<file path="src/hdl/tty_line_discipline_core_assert.svh">
// ----------------------------------------------------------------------------
// tty_line_discipline_core_assert.svh
// Assertion macros used by the line discipline RTL.
// ----------------------------------------------------------------------------
`ifndef TTY_LINE_DISCIPLINE_CORE_ASSERT_SVH
`define TTY_LINE_DISCIPLINE_CORE_ASSERT_SVH

// Same-cycle implication, checked on every rising edge out of reset.
`define TLD_ASSERT_NOW(label, ante, cons, msg) \
    label: assert property (@(posedge clk) disable iff (!rst_n) (ante) |-> (cons)) \
        else $error(msg);

// Next-cycle implication, checked on every rising edge out of reset.
`define TLD_ASSERT_NEXT(label, ante, cons, msg) \
    label: assert property (@(posedge clk) disable iff (!rst_n) (ante) |=> (cons)) \
        else $error(msg);

`endif

</file>
<file path="src/hdl/tld_pkg.sv">
// ----------------------------------------------------------------------------
// tld_pkg
// Types and character constants for the terminal line discipline.
// ----------------------------------------------------------------------------
package tld_pkg;

    typedef enum logic [1:0]
    {
        ST_IDLE,
        ST_READ,
        ST_SEND
    } tld_state_t;

    // Control characters
    localparam logic [7:0] CH_INTR = 8'h03;
    localparam logic [7:0] CH_SUSP = 8'h1A;
    localparam logic [7:0] CH_QUIT = 8'h1C;
    localparam logic [7:0] CH_FF   = 8'h0C;
    localparam logic [7:0] CH_DEL  = 8'h7F;
    localparam logic [7:0] CH_CR   = 8'h0D;
    localparam logic [7:0] CH_LF   = 8'h0A;
    localparam logic [7:0] CH_BS   = 8'h08;
    localparam logic [7:0] CH_SP   = 8'h20;

    // Signal event codes
    localparam logic [1:0] SIG_NONE = 2'd0;
    localparam logic [1:0] SIG_INTR = 2'd1;
    localparam logic [1:0] SIG_SUSP = 2'd2;
    localparam logic [1:0] SIG_QUIT = 2'd3;

    // Request types
    localparam logic REQ_KBD  = 1'b0;
    localparam logic REQ_PROG = 1'b1;

    // Register indexes (byte address / 4)
    localparam int          ADDR_W    = 5;
    localparam logic [2:0]  REG_CANON = 3'd0;
    localparam logic [2:0]  REG_ECHO  = 3'd1;
    localparam logic [2:0]  REG_OPOST = 3'd2;
    localparam logic [2:0]  REG_CRLF  = 3'd3;
    localparam logic [2:0]  REG_LIMIT = 3'd4;

    localparam logic [5:0]  LIMIT_RESET = 6'd32;

endpackage

</file>
<file path="src/hdl/tty_line_discipline_core.sv">
// ----------------------------------------------------------------------------
// tty_line_discipline_core
// Terminal line discipline: signal keys, canonical line editing with erase
// echo, line release on LF or line limit, raw bypass, and LF to CR LF output mapping.
// ----------------------------------------------------------------------------
//
//  Channel   Direction  Handshake            Payload
//  -------   ---------  -------------------  ----------------------------------
//  in        sink       in_valid/in_ready    req_type, data_byte
//  out       source     out_valid/out_ready  term_valid, term_byte, line_valid,
//                                            line_byte, line_end, signal_code,
//                                            last
//  apb       slave      psel/penable/pready  paddr, pwrite, pwdata, prdata
//
//  An input transaction is decoded combinationally at accept; each result then
//  passes ST_READ, which reads the line store, and ST_SEND, which loads the
//  output register. A line release holds in_ready low until its last result is
//  loaded; the sequencer and the shared index counter emit results one at a time.
//  Stalls on out_ready extend the send cycle; the output register lets the
//  next input transaction be taken while the last result still waits.
//  Reset clears the control state and the pending line count; the line store
//  holds no reset and only entries below the count are ever used.
//
`include "tty_line_discipline_core_assert.svh"

module tty_line_discipline_core
    import tld_pkg::*;
#(
    parameter int LINE_DEPTH = 32
)
(
    input  logic                clk,
    input  logic                rst_n,

    // input channel
    input  logic                in_valid,
    output logic                in_ready,
    input  logic                req_type,
    input  logic [7:0]          data_byte,

    // output channel
    output logic                out_valid,
    input  logic                out_ready,
    output logic                term_valid,
    output logic [7:0]          term_byte,
    output logic                line_valid,
    output logic [7:0]          line_byte,
    output logic                line_end,
    output logic [1:0]          signal_code,
    output logic                last,

    // configuration port
    input  logic                psel,
    input  logic                penable,
    input  logic                pwrite,
    input  logic [ADDR_W-1:0]   paddr,
    input  logic [31:0]         pwdata,
    output logic [31:0]         prdata,
    output logic                pready
);

    // Count width holds LINE_DEPTH itself; address width indexes the store.
    localparam int CW = $clog2(LINE_DEPTH + 1);
    localparam int AW = $clog2(LINE_DEPTH);
    localparam int MW = (CW > 6) ? CW : 6;

    // ------------------------------------------------------------------
    // Configuration registers
    // ------------------------------------------------------------------
    logic       canon_reg;
    logic       echo_reg;
    logic       opost_reg;
    logic       crlf_reg;
    logic [5:0] limit_reg;
    logic       cfg_wr;

    assign pready = 1'b1;
    assign cfg_wr = psel && penable && pwrite;

    always_ff @(posedge clk or negedge rst_n)
    begin
        if (!rst_n)
        begin
            canon_reg <= 1'b1;
            echo_reg  <= 1'b1;
            opost_reg <= 1'b1;
            crlf_reg  <= 1'b1;
            limit_reg <= LIMIT_RESET;
        end
        else if (cfg_wr)
        begin
            unique case (paddr[4:2])
                REG_CANON: canon_reg <= pwdata[0];
                REG_ECHO:  echo_reg  <= pwdata[0];
                REG_OPOST: opost_reg <= pwdata[0];
                REG_CRLF:  crlf_reg  <= pwdata[0];
                REG_LIMIT: limit_reg <= pwdata[5:0];
                default:   ;
            endcase
        end
    end

    always_comb
    begin
        unique case (paddr[4:2])
            REG_CANON: prdata = {31'd0, canon_reg};
            REG_ECHO:  prdata = {31'd0, echo_reg};
            REG_OPOST: prdata = {31'd0, opost_reg};
            REG_CRLF:  prdata = {31'd0, crlf_reg};
            REG_LIMIT: prdata = {26'd0, limit_reg};
            default:   prdata = 32'd0;
        endcase
    end

    // ------------------------------------------------------------------
    // Sequencer state and per-transaction context
    // ------------------------------------------------------------------
    tld_state_t     state_reg, state_next;
    logic [CW-1:0]  count_reg, count_next;   // pending line bytes
    logic [CW-1:0]  k_reg, k_next;           // result index (shared counter)
    logic [CW-1:0]  n_reg;                   // results for this transaction
    logic [CW-1:0]  ln_reg;                  // line bytes to deliver
    logic [1:0]     tn_reg;                  // terminal bytes to send
    logic [7:0]     t0_reg, t1_reg, t2_reg;
    logic [7:0]     raw_byte_reg;
    logic           raw_reg;
    logic [1:0]     sig_reg;
    logic [7:0]     rd_data_reg;

    logic           in_accept;
    assign in_ready  = (state_reg == ST_IDLE);
    assign in_accept = in_valid && in_ready;

    // ------------------------------------------------------------------
    // Input decode: terminal bytes, release length and count update
    // ------------------------------------------------------------------
    logic [7:0]     ch;
    logic [7:0]     d_t0, d_t1, d_t2;
    logic [1:0]     d_tn;
    logic [CW-1:0]  d_ln;
    logic [CW-1:0]  d_n;
    logic [CW-1:0]  d_count;
    logic           d_raw;
    logic [1:0]     d_sig;
    logic           d_we;
    logic [CW-1:0]  cnt_st;
    logic           room;
    logic [MW-1:0]  eff_lim;

    always_comb
    begin
        d_t0    = 8'd0;
        d_t1    = 8'd0;
        d_t2    = 8'd0;
        d_tn    = 2'd0;
        d_ln    = '0;
        d_raw   = 1'b0;
        d_sig   = SIG_NONE;
        d_we    = 1'b0;
        d_count = count_reg;

        room   = (count_reg < CW'(LINE_DEPTH));
        cnt_st = room ? (count_reg + CW'(1)) : count_reg;

        // Clamp the limit to 1..LINE_DEPTH.
        eff_lim = MW'(limit_reg);
        if (eff_lim == '0)
            eff_lim = MW'(1);
        if (eff_lim > MW'(LINE_DEPTH))
            eff_lim = MW'(LINE_DEPTH);

        // Canonical translation: CR to LF, DEL to BS.
        ch = data_byte;
        if (data_byte == CH_CR)
            ch = CH_LF;
        else if (data_byte == CH_DEL)
            ch = CH_BS;

        if (req_type == REQ_PROG)
        begin
            if (opost_reg && crlf_reg && data_byte == CH_LF)
            begin
                d_t0 = CH_CR;
                d_t1 = CH_LF;
                d_tn = 2'd2;
            end
            else
            begin
                d_t0 = data_byte;
                d_tn = 2'd1;
            end
        end
        else if (data_byte == CH_INTR || data_byte == CH_SUSP ||
                 data_byte == CH_QUIT || data_byte == CH_FF)
        begin
            // Echo raw regardless of echo_reg, never deliver.
            d_t0 = data_byte;
            d_tn = 2'd1;
            priority if (data_byte == CH_INTR)
                d_sig = SIG_INTR;
            else if (data_byte == CH_SUSP)
                d_sig = SIG_SUSP;
            else if (data_byte == CH_QUIT)
                d_sig = SIG_QUIT;
            else
                d_sig = SIG_NONE;
        end
        else if (!canon_reg)
        begin
            // Raw mode: bypass the pending line.
            if (echo_reg)
            begin
                d_t0 = data_byte;
                d_tn = 2'd1;
            end
            d_raw = 1'b1;
            d_ln  = CW'(1);
        end
        else if (ch == CH_BS)
        begin
            // Erase on an empty line does nothing at all.
            if (count_reg != '0)
            begin
                d_count = count_reg - CW'(1);
                if (echo_reg)
                begin
                    d_t0 = CH_BS;
                    d_t1 = CH_SP;
                    d_t2 = CH_BS;
                    d_tn = 2'd3;
                end
            end
        end
        else if (ch == CH_LF)
        begin
            if (echo_reg)
            begin
                d_t0 = CH_CR;
                d_t1 = CH_LF;
                d_tn = 2'd2;
            end
            d_we    = room;
            d_ln    = cnt_st;
            d_count = '0;
        end
        else
        begin
            if (echo_reg)
            begin
                d_t0 = ch;
                d_tn = 2'd1;
            end
            d_we = room;
            if (MW'(cnt_st) >= eff_lim)
            begin
                d_ln    = cnt_st;
                d_count = '0;
            end
            else
            begin
                d_count = cnt_st;
            end
        end

        d_n = (CW'(d_tn) > d_ln) ? CW'(d_tn) : d_ln;
        if (d_n == '0 && d_sig != SIG_NONE)
            d_n = CW'(1);
    end

    // ------------------------------------------------------------------
    // Line store: one write port at accept, one registered read port
    // ------------------------------------------------------------------
    logic [7:0] line_mem [LINE_DEPTH];

    always_ff @(posedge clk)
    begin
        if (in_accept && d_we)
            line_mem[count_reg[AW-1:0]] <= ch;
        if (state_reg == ST_READ)
            rd_data_reg <= line_mem[k_reg[AW-1:0]];
    end

    // Context registers hold the decoded transaction while it is emitted.
    always_ff @(posedge clk)
    begin
        if (in_accept)
        begin
            t0_reg       <= d_t0;
            t1_reg       <= d_t1;
            t2_reg       <= d_t2;
            tn_reg       <= d_tn;
            ln_reg       <= d_ln;
            n_reg        <= d_n;
            raw_reg      <= d_raw;
            raw_byte_reg <= data_byte;
            sig_reg      <= d_sig;
        end
    end

    // ------------------------------------------------------------------
    // Result build for index k_reg
    // ------------------------------------------------------------------
    logic           out_load;
    logic           k_last;
    logic           r_term_v;
    logic [7:0]     r_term_b;
    logic           r_line_v;
    logic [7:0]     r_line_b;
    logic           r_line_e;
    logic [1:0]     r_sig;

    assign k_last   = ((k_reg + CW'(1)) == n_reg);
    assign out_load = (state_reg == ST_SEND) && (!out_valid || out_ready);

    always_comb
    begin
        r_term_v = (k_reg < CW'(tn_reg));
        r_term_b = 8'd0;
        if (r_term_v)
        begin
            unique case (k_reg[1:0])
                2'd0:    r_term_b = t0_reg;
                2'd1:    r_term_b = t1_reg;
                2'd2:    r_term_b = t2_reg;
                default: r_term_b = 8'd0;
            endcase
        end

        r_line_v = (k_reg < ln_reg);
        r_line_b = 8'd0;
        r_line_e = 1'b0;
        if (r_line_v)
        begin
            r_line_b = raw_reg ? raw_byte_reg : rd_data_reg;
            r_line_e = raw_reg || ((k_reg + CW'(1)) == ln_reg);
        end

        r_sig = (k_reg == '0) ? sig_reg : SIG_NONE;
    end

    // ------------------------------------------------------------------
    // Sequencer
    // ------------------------------------------------------------------
    always_comb
    begin
        state_next = state_reg;
        k_next     = k_reg;
        count_next = count_reg;

        unique case (state_reg)
            ST_IDLE:
            begin
                if (in_accept)
                begin
                    count_next = d_count;
                    k_next     = '0;
                    // Transactions with no results stay idle.
                    if (d_n != '0)
                        state_next = ST_READ;
                end
            end
            ST_READ:
            begin
                state_next = ST_SEND;
            end
            ST_SEND:
            begin
                if (out_load)
                begin
                    if (k_last)
                    begin
                        state_next = ST_IDLE;
                    end
                    else
                    begin
                        k_next     = k_reg + CW'(1);
                        state_next = ST_READ;
                    end
                end
            end
            default:
            begin
                state_next = ST_IDLE;
            end
        endcase
    end

    always_ff @(posedge clk or negedge rst_n)
    begin
        if (!rst_n)
        begin
            state_reg <= ST_IDLE;
            count_reg <= '0;
            k_reg     <= '0;
        end
        else
        begin
            state_reg <= state_next;
            count_reg <= count_next;
            k_reg     <= k_next;
        end
    end

    // ------------------------------------------------------------------
    // Output register
    // ------------------------------------------------------------------
    logic out_valid_reg, out_valid_next;

    always_comb
    begin
        out_valid_next = out_valid_reg;
        if (out_load)
            out_valid_next = 1'b1;
        else if (out_ready)
            out_valid_next = 1'b0;
    end

    always_ff @(posedge clk or negedge rst_n)
    begin
        if (!rst_n)
            out_valid_reg <= 1'b0;
        else
            out_valid_reg <= out_valid_next;
    end

    always_ff @(posedge clk)
    begin
        if (out_load)
        begin
            term_valid  <= r_term_v;
            term_byte   <= r_term_b;
            line_valid  <= r_line_v;
            line_byte   <= r_line_b;
            line_end    <= r_line_e;
            signal_code <= r_sig;
            last        <= k_last;
        end
    end

    assign out_valid = out_valid_reg;

    // ------------------------------------------------------------------
    // Assertions
    // ------------------------------------------------------------------
    `TLD_ASSERT_NOW(a_count_below_depth, 1'b1, count_reg < CW'(LINE_DEPTH), "pending line overflow")
    `TLD_ASSERT_NOW(a_index_in_range, state_reg != ST_IDLE, k_reg < n_reg, "result index past count")
    `TLD_ASSERT_NEXT(a_last_returns_idle, out_load && k_last, state_reg == ST_IDLE && last, "last result did not end transaction")
    `TLD_ASSERT_NEXT(a_signal_first_only, out_load && k_reg != '0, signal_code == SIG_NONE, "signal on later result")

endmodule
</file>
<file path="config.mk">
export PLATFORM = sky130hd
export DESIGN_NAME = tty_line_discipline_core
export DESIGN_NICKNAME = d
export VERILOG_FILES = /design/src/hdl/tld_pkg.sv /design/src/hdl/tty_line_discipline_core.sv
export VERILOG_INCLUDE_DIRS = /design/src /design/src/hdl
export SDC_FILE = /design/constraint.sdc
export NUM_CORES = 1
export LEC_CHECK = 0
export ABC_AREA = 1
export BUFFER_PORTS_ARGS = -buffer_cell sky130_fd_sc_hd__buf_2
export CAP_MARGIN = 10
export CORE_ASPECT_RATIO = 1.75
export CORE_MARGIN = 3
export CORE_UTILIZATION = 56
export DETAILED_ROUTE_END_ITERATION = 12
export GPL_TIMING_DRIVEN = 0
export PLACE_DENSITY_LB_ADDON = 0.25
export SYNTH_ARGS = -nofsm -noshare
export SYNTH_HDL_FRONTEND = slang
export SYNTH_SLANG_ARGS = --single-unit
</file>
<file path="constraint.sdc">
create_clock -name clk -period 6.8 [get_ports clk]
set_input_delay 0.34 -clock clk [delete_from_list [all_inputs] [get_ports clk]]
set_output_delay 0.34 -clock clk [all_outputs]
set_load 0.02 [all_outputs]
</file>
==> impl_metrics.json <==
{
  "synth.largest_area_cell": "edfxtp_1",
  "place_inst": 1790,
  "drive_above_1_share_pct": 13.5,
  "tightest_slew_ns": 1.19,
  "area_delta_synth_final_pct": 12.7,
  "fp.dieW_um": 131,
  "crit_path_max_fanout": 10,
  "yosys.area_share.simple_pct": 13.5,
  "tns_ns": 0,
  "hold_path.class": "in2reg",
  "p_leak_nw": 6.49,
  "ir_worst_vdd_uv": 337,
  "setup_ws_ns": 2.71,
  "die_h_um": 225,
  "detail_route.vias_per_cell": 6.00,
  "antenna_found_initial": 0,
  "drc": 0,
  "criticalPathCategory": "reg2reg",
  "htree_levels": 1,
  "fin_crit_ns": 4.09,
  "via_count": 11065,
  "yosys.area_share.xor_xnor_pct": 0.798,
  "grt_max_degree": 35,
  "regToRegSetupSlack_ns": 2.71,
  "fin_nets": 1536,
  "first_pass_iters": 6,
  "final_cells": 1845,
  "finalInstanceArea_mm2": 0.0173,
  "design.core.area_mm2": 0.0268,
  "routed_wl_um": 44300,
  "synth_area_leaders": "edfxtp_1 63%, nor2_1 5.9%, o21ai_0 5.0%",
  "hold-path-endpoint": "raw_byte_reg[4]$_DFFE_PP_",
  "p_per_area_mw_per_mm2": 360,
  "rsz0062_at_grt": "false",
  "die_area_mm2": 0.0296,
  "final_util_pct": 64.7,
  "arrival_ns": 4.55,
  "cts_tree": "done",
  "synthAdderAreaFrac_pct": 1.87,
  "crit_required_ns": 7.26,
  "cts.sinks": 347,
  "cts.repair.resized": 0,
  "cts_made_buffers": 29,
  "grt_pass1_vias": 10887,
  "worstSkewPairLatency_ns": 0.56,
  "grtUsageTotal_pct": 29.7,
  "fin_crit_sh_pct": 60.2,
  "clkTransAtPathRegs_ns": 0.07,
  "netlist_area_mm2": 0.0154,
  "synth_cells": 1340,
  "hold_viol_final": 0,
  "largest_reg_flops": 256,
  "place_area_mm2": 0.0163,
  "layout_commonest_cell": "edfxtp_1",
  "start_util_pct": 57.4,
  "grt-ovfl-total": 0,
  "ys_seq_area_share_pct": 67.0,
  "max_slew_margin_pct": 20.8,
  "hold_depth": 1,
  "ys_types": 55,
  "synth_compound_area_share_pct": 11.5,
  "routabilityCongestion": 1.02,
  "cp-start-kind": "register",
  "fmax_mhz": 244,
  "final_cell_mix": "322 x edfxtp_1, 239 x nor2_1, 153 x o21ai_0, 120 x nand2_1, 85 x inv_1",
  "cp-end-kind": "register",
  "outcome": "complete, no violations",
  "cap_viol_max_count": 0,
  "antennaDiodeCount": 0,
  "synth_top_area_share_pct": 62.9,
  "worst_path_most_repeated_cell": "nand2_1",
  "finalSetupViolCount": 0,
  "io_pins": 110,
  "skew_ns": 0.0138,
  "synthMuxAreaShare_pct": 0,
  "holdWs_ns": 0.0295,
  "finalMaxSlewViolations": 0,
  "hpwl_um": 31300,
  "drt.antenna.violating_nets": 0,
  "ys_ff_latch": 347,
  "synthFlopType": "edfxtp_1",
  "reg2reg_to": "state_reg[0]$_DFFE_PN0P_",
  "rows": 79,
  "io_buffers": 53,
  "cts.path.max_buffers": 3,
  "worstPathCellList": "clkbuf_1 -> inv_1 -> nand3_1 -> o21ai_0 -> inv_1 -> ha_1 -> nand2_1 -> o21ai_0 -> nor2_1 -> nand2_8 -> nand2_1 -> a21oi_1 -> ha_1 -> a21oi_1 -> nand3_1 -> nand2_1 -> nand2_1 -> nor2_2 -> nand3_2 -> nand2_2 -> nor2_2",
  "rr_startpoint": "count_reg[5]$_DFFE_PN0P_",
  "syn_area_per_cell_um2": 11.5,
  "finalPower_mw": 6.24,
  "cp_slowest_cell": "dfrtp_1",
  "grt_pass1_wl_um": 64900,
  "synth-edff-count": 322,
  "slowest_delay_ns": 0.37,
  "cts_root_buf": "clkbuf_16",
  "yosys_warnings": 0,
  "wl_per_cell_um": 24.0,
  "min_from": "data_byte[4]",
  "cts_setup_buffers": 0,
  "dp_slack_ns": 2.78,
  "async_reset_ff_share_pct": 7.20,
  "ff2ff_path_depth": 21,
  "synth_top_family_by_area": "simple AND/OR/NAND/NOR gates",
  "drtIter0Drc": 1153
}
## final cells by class
cell class                      count  area (um2)
Sequential cell                   347       10300
Fill cell                        2054        9470
Multi-Input combinational cell    835        4390
Clock buffer                       34         764
Buffer                             91         462
Tap cell                          364         455
Timing Repair Buffer               64         402
Inverter                           92         345
Clock inverter                     18         198
## cells by family (layout without fill, tap and decap cells)
group                      after synthesis  after routing
DFF                                    347            347
AOI/OAI and AO/OA                      302            302
other                                    2             27
buffers and inverters                  183            299
xor gates and xnor gates                14             14
adders and majority gates               23             23
and+or+nand+nor                        469            469
## worst max-delay path by stage
stage | start | to | slack (ns) | cells after the start
2_1_floorplan | state_reg[1]$_DFFE_PN0P_ | line_mem[16][0]$_DFFE_PP_ | 1.97 | 5
3_3_place_gp | in_valid | line_mem[16][5]$_DFFE_PP_ | 0.15 | 7
3_5_place_dp | count_reg[5]$_DFFE_PN0P_ | state_reg[0]$_DFFE_PN0P_ | 2.78 | 21
4_1_cts | count_reg[5]$_DFFE_PN0P_ | state_reg[0]$_DFFE_PN0P_ | 2.76 | 21
5_1_grt | count_reg[5]$_DFFE_PN0P_ | state_reg[0]$_DFFE_PN0P_ | 2.29 | 21
6_report | count_reg[5]$_DFFE_PN0P_ | state_reg[0]$_DFFE_PN0P_ | 2.71 | 21
## worst max-delay path: cells and delay by family, from the launching register on
kind / cells / cell delay (ns)
fa+ha+maj: 2 / 0.63
buf+inv: 3 / 0.61
flops: 1 / 0.37
simple gates: 12 / 1.21
compound gates: 4 / 1.19
## timing repair
action,CTS,global route
endpoints found under the setup margin,0,0
hold buffers,2,0
endpoints found under the hold margin,21,0
## cells in the mapped netlist, types with 9 or more instances
cell type,count
nand4_1,9
ha_1,23
clkbuf_1,55
nand2_1,120
o21ai_0,153
nand2_2,10
o221ai_1,22
edfxtp_1,322
nor3_1,20
nor2_1,243
buf_4,28
a21oi_1,44
dfrtp_1,20
nand3_1,34
xor2_1,9
inv_1,85
o22ai_1,41
## routing by layer
layer	vias to the layer above	GRT usage (%)	part of all wire, %
met5	-	0	0
met4	0	22.4	8.3
met3	152	3.89	7.2
met2	636	55.5	53
met1	5313	29.9	31
li1	4964	-	-
## power by group
group / internal [mW] / total, mW / switching (mW) / leakage, nW
Sequential: 2.54 / 2.63 / 0.0864 / 3.22
Combinational: 0.500 / 1.90 / 1.40 / 2.79
Clock: 0.956 / 1.71 / 0.754 / 0.479
No activity file was read; power rests on OpenSTA's default activity.
